### src/hw/rtl/lsc_pkg.sv
// Package for the LRU slot cache: field widths, operation and result codes,
// slot entry type and the controller/datapath command and status structs.
// No dependencies.
`default_nettype none

package lsc_pkg;

    localparam int FUNC_W  = 3;
    localparam int ID_W    = 32;
    localparam int FRAME_W = 48;
    localparam int FNS_W   = 32;
    localparam int SEL_W   = 6;
    localparam int KIND_W  = 2;
    localparam int SLOT_W  = 6;
    localparam int HOVER_W = 64;

    localparam logic [FUNC_W-1:0] FUNC_LOOKUP = 3'd0;
    localparam logic [FUNC_W-1:0] FUNC_REMOVE = 3'd1;
    localparam logic [FUNC_W-1:0] FUNC_STALE  = 3'd2;
    localparam logic [FUNC_W-1:0] FUNC_FLUSH  = 3'd3;
    localparam logic [FUNC_W-1:0] FUNC_DRAIN  = 3'd4;

    localparam logic [KIND_W-1:0] KIND_LOOKUP = 2'd0;
    localparam logic [KIND_W-1:0] KIND_RENDER = 2'd1;
    localparam logic [KIND_W-1:0] KIND_ACK    = 2'd2;

    typedef struct packed {
        logic [ID_W-1:0]    item;
        logic [FRAME_W-1:0] last_use;
        logic [HOVER_W-1:0] hover;
    } lsc_entry_t;

    typedef struct packed {
        logic load;
        logic scan_start;
        logic scan_step;
        logic mark_stale;
        logic flush;
        logic commit_lookup;
        logic emit_ack;
        logic drain_start;
        logic drain_read;
        logic drain_skip;
        logic emit_render;
    } lsc_cmd_t;

    typedef struct packed {
        logic [FUNC_W-1:0] func;
        logic              found;
        logic              scan_done;
        logic              out_free;
        logic              drain_hit;
        logic              drain_end;
        logic              emitted;
    } lsc_sts_t;

endpackage

`default_nettype wire

### src/hw/rtl/lsc_ctrl.sv
// Sequencing state machine for the LRU slot cache: accepts a request,
// steps the datapath through scan, commit, mark stale, flush, drain and acknowledge.
// Depends on lsc_pkg.
`default_nettype none

module lsc_ctrl import lsc_pkg::*;
(
    input  wire logic     clk,
    input  wire logic     rst_n,
    input  wire logic     req_valid,
    output logic          req_ready,
    input  wire lsc_sts_t sts,
    output lsc_cmd_t      cmd
);

    localparam logic [2:0] S_IDLE       = 3'd0;
    localparam logic [2:0] S_DECODE     = 3'd1;
    localparam logic [2:0] S_SCAN       = 3'd2;
    localparam logic [2:0] S_COMMIT     = 3'd3;
    localparam logic [2:0] S_ACK        = 3'd4;
    localparam logic [2:0] S_DRAIN      = 3'd5;
    localparam logic [2:0] S_DRAIN_EMIT = 3'd6;

    logic [2:0] state_reg;
    logic [2:0] state_next;

    always_comb
    begin
        state_next = state_reg;
        cmd        = '0;
        req_ready  = (state_reg == S_IDLE);
        cmd.load   = req_valid && req_ready;
        case (state_reg)
            S_IDLE:
            begin
                if (cmd.load)
                begin
                    state_next = S_DECODE;
                end
            end
            S_DECODE:
            begin
                case (sts.func)
                    FUNC_LOOKUP, FUNC_REMOVE:
                    begin
                        cmd.scan_start = 1'b1;
                        state_next     = S_SCAN;
                    end
                    FUNC_STALE:
                    begin
                        cmd.mark_stale = 1'b1;
                        state_next     = S_ACK;
                    end
                    FUNC_FLUSH:
                    begin
                        cmd.flush  = 1'b1;
                        state_next = S_ACK;
                    end
                    FUNC_DRAIN:
                    begin
                        cmd.drain_start = 1'b1;
                        state_next      = S_DRAIN;
                    end
                    default:
                    begin
                        state_next = S_ACK;
                    end
                endcase
            end
            S_SCAN:
            begin
                if ((sts.func == FUNC_LOOKUP) && sts.found)
                begin
                    state_next = S_COMMIT;
                end
                else if (sts.scan_done)
                begin
                    state_next = (sts.func == FUNC_LOOKUP) ? S_COMMIT : S_ACK;
                end
                else
                begin
                    cmd.scan_step = 1'b1;
                end
            end
            S_COMMIT:
            begin
                if (sts.out_free)
                begin
                    cmd.commit_lookup = 1'b1;
                    state_next        = S_IDLE;
                end
            end
            S_ACK:
            begin
                if (sts.out_free)
                begin
                    cmd.emit_ack = 1'b1;
                    state_next   = S_IDLE;
                end
            end
            S_DRAIN:
            begin
                if (sts.drain_end)
                begin
                    state_next = sts.emitted ? S_IDLE : S_ACK;
                end
                else if (sts.drain_hit)
                begin
                    cmd.drain_read = 1'b1;
                    state_next     = S_DRAIN_EMIT;
                end
                else
                begin
                    cmd.drain_skip = 1'b1;
                end
            end
            S_DRAIN_EMIT:
            begin
                if (sts.out_free)
                begin
                    cmd.emit_render = 1'b1;
                    state_next      = S_DRAIN;
                end
            end
            default:
            begin
                state_next = S_IDLE;
            end
        endcase
    end

    always_ff @(posedge clk or negedge rst_n)
    begin
        if (!rst_n)
        begin
            state_reg <= S_IDLE;
        end
        else
        begin
            state_reg <= state_next;
        end
    end

endmodule

`default_nettype wire

### config.mk
export PLATFORM = sky130hd
export DESIGN_NAME = lsc_ctrl
export DESIGN_NICKNAME = d
export VERILOG_FILES = /design/src/hw/rtl/lsc_pkg.sv /design/src/hw/rtl/lsc_ctrl.sv
export SDC_FILE = /design/constraint.sdc
export NUM_CORES = 1
export LEC_CHECK = 0
export BUFFER_PORTS_ARGS = -buffer_cell sky130_fd_sc_hd__buf_4
export CAP_MARGIN = 40
export CELL_PAD_IN_SITES_DETAIL_PLACEMENT = 1
export CELL_PAD_IN_SITES_GLOBAL_PLACEMENT = 1
export CORE_MARGIN = 5
export CORE_UTILIZATION = 32
export DETAILED_ROUTE_END_ITERATION = 12
export GPL_ROUTABILITY_DRIVEN = 0
export HOLD_SLACK_MARGIN = 0.08
export PLACE_DENSITY = 0.86
export SETUP_SLACK_MARGIN = 0.1
export SYNTH_ARGS = -nofsm -noshare
export SYNTH_HDL_FRONTEND = slang
export SYNTH_SLANG_ARGS = --single-unit
### constraint.sdc
create_clock -name clk -period 3.2 [get_ports clk]
set_input_delay 0.8 -clock clk [delete_from_list [all_inputs] [get_ports clk]]
set_output_delay 0.8 -clock clk [all_outputs]
set_load 0.1 [all_outputs]
==> impl_metrics.ini <==
[status]
status = finished clean

[critical_path]
crit_type = flop to output pin
cp_max_fo = 7
crit_chain = inv_1 > ha_1 > nor4b_4 > buf_4
cp-end-kind = output pin
cp_slowest_cell = dfrtp_1
cpPeakStageDelay_ps = 400
crit_required_ps = 2400
worst_ep_arrival_time_ps = 1760
start_kind = flop

[cts]
cts_buffers = 3
cts_resized = 0
cts.sinks = 3
cts_setup_buffers = 0
insertion_delay_ps = 230
cts_tree = built
clk_path_buf_depth = 2
htree_levels = 1
clk_pin_slew_ps = 40
ctsHoldBuffers = 0
root_buffer = clkbuf_4

[detailed_routing]
drtIter0Drc = 3
ant_nets = 0
wirelength_um = 1230
routedWlPerCell_um = 14.0
top_layer = met3
drc = 0
dr_wl_met3_um = 71
viasPerCell = 5.40
vias = 475
met1_length_um = 488
drtPass1Iterations = 4
wl_met2_um = 671

[floorplan]
num_io_pins = 24
die_w_um = 47.5
fp.dieH_um = 47.5
core.rowCount = 13
core_um2 = 1320
start_util_pct = 34.1
dieArea_um2 = 2250

[placed_design]
port_buffers = 23
dp_hpwl_um = 1030

[global_route]
gr-total-overflow = 0
antenna_found_initial = 0
grt_max_degree = 18
first_global_vias = 460
grt_pass1_wl_um = 1990
track_usage_pct = 12.3

[sta]
rsz0062_at_grt = false
finalClockSkew_ps = 0.238
fin_crit_sh_pct = 80.1
fmax_mhz = 390
fin_crit_ps = 2560
setup_violations = 0
setup_tns_ps = 0
slew_violations = 0
tightest_slew_ps = 651
fin_hold_ws_ps = 353
maxSlewHeadroom_pct = 56.6
hold_violations = 0

[power]
p_leak_nw = 0.324
p_comb_share_pct = 75.7
netSwitchingFraction_pct = 60.6
p_per_area_nw_per_um2 = 1020
seqPwrFrac_pct = 14.7
clock_power_share_pct = 9.6
ir_worst_vdd_mv = 0.470
p_switching_mw = 0.410
p_int_mw = 0.266

[yosys]
syn-num-nets = 64
synth_top_family_by_area = simple AND/OR/NAND/NOR gates
synth_seq_area_share_pct = 16.7
synthCells = 48
yosys_register_bits = 3
synth.avg_cell_area_um2 = 9.36
yosysWarnings = 0
synth_compound_area_share_pct = 12.0
syn_area_um2 = 449
synthDistinctLibCells = 30
synthAdderAreaFrac_pct = 11.1
synth.area.mux_share_pct = 9.47
synth_xor_area_share_pct = 0
synth-simple-area-share_pct = 44.0

[finish]
layout-drive-gt1-share_pct = 46.6
fillers = 162
areaGrowthSynthToFinish_pct = 48.2
fin_nets = 90
largest_register_ffs = 3
diodes = 0

[job]
maxCapViolations = 0

[min_path]
hold_class = primary input to async pin
## power groups by stage
stage	Combinational, mW	Sequential (mW)	Clock (mW)
2_1_floorplan	0.449	0.0698	0
3_3_place_gp	0.510	0.0982	0
3_5_place_dp	0.517	0.100	0
4_1_cts	0.518	0.0998	0.0682
5_1_grt	0.551	0.105	0.0727
6_report	0.512	0.0991	0.0652
## cell usage after synthesis (all sizes together)
master,instances,area share (%)
a211oi,1,1.7
a21oi,2,2.2
a2bb2oi,1,2.0
a31oi,1,1.4
and2,2,2.8
and3,2,2.8
and3b,1,2.0
and4,1,2.0
and4b,1,2.5
and4bb,1,2.8
buf,1,1.1
clkbuf,1,3.1
dfrtp,3,17
ha,4,11
inv,3,2.5
mux2,2,5.0
mux2i,2,4.5
nand2,1,0.83
nand3,1,1.1
nand3b,1,1.7
nor2,3,2.5
nor2b,1,1.4
nor3,5,8.1
nor3b,1,1.7
nor4,1,1.4
nor4b,2,11
o21a,1,1.7
o21ai,1,1.1
o2bb2ai,1,2.0
## worst max-delay path, delay by kind of cell, from the launching register on
| family | cells | cell delay (ps) |
|---|---|---|
| buffers and inverters | 2 | 460 |
| DFF | 1 | 400 |
| and+or+nand+nor | 1 | 360 |
| adders and majority gates | 1 | 300 |
## layout make-up
class	instances	area (um^2)	area share [%]
Timing Repair Buffer	23	173	25.9
Multi-Input combinational cell	40	362	54.3
Clock buffer	4	26.3	3.95
Sequential cell	3	75.1	11.3
Inverter	3	11.3	1.69
Tap cell	15	18.8	2.82
## worst paths after layout
| kind | start | to | slack (ps) | cells after the start |
|---|---|---|---|---|
| worst max register to register | state_reg[2] | state_reg[1] | 1410 | 4 |
| worst max-delay path | state_reg[0] | cmd[8] | 640 | 4 |
| worst min register to register | state_reg[1] | state_reg[1] | 570 | 1 |
| min in group clk | state_reg[1] | state_reg[1] | 570 | 1 |
| max in group asynchronous | rst_n | state_reg[2] | 2760 | 1 |
| worst min-delay path | rst_n | state_reg[0] | 350 | 1 |
## cell usage in the layout, fill, tap and decap left out, drive strengths merged
| master | count |
|---|---|
| and3 | 2 |
| mux2 | 2 |
| and4 | 1 |
| ha | 4 |
| nor2 | 3 |
| nor2b | 1 |
| nand3b | 1 |
| a21oi | 2 |
| a211oi | 1 |
| nor4b | 2 |
| o2bb2ai | 1 |
| nor3b | 1 |
| a2bb2oi | 1 |
| nand2 | 1 |
| mux2i | 2 |
| nor3 | 5 |
| o21a | 1 |
| a31oi | 1 |
| and4bb | 1 |
| nand3 | 1 |
| and2 | 2 |
| and4b | 1 |
| dfrtp | 3 |
| nor4 | 1 |
| buf | 23 |
| and3b | 1 |
| inv | 3 |
| clkbuf | 4 |
| o21ai | 1 |
## through the flow
step,power (mW),worst slack [ps],util (%),area [um^2],std cells
floorplan,0.518,167,-,467,48
global placement,0.608,678,48.5,639,84
detailed placement,0.618,679,48.5,639,84
CTS,0.686,638,50.5,666,88
global route,0.728,539,50.5,666,88
finish,0.676,637,50.5,666,88
## per-layer routing
layer	up-vias	track usage [%]
li1	231	-
met4	0	3.31
met3	0	2.63
met5	-	0
met2	11	23.3
met1	233	13.6
## cell families after synthesis
family,Yosys count
compound gates,8
simple gates,24
flops,3
fa+ha+maj,4
mux,4
buf+inv,5
No activity file was read; power rests on OpenSTA's default activity.
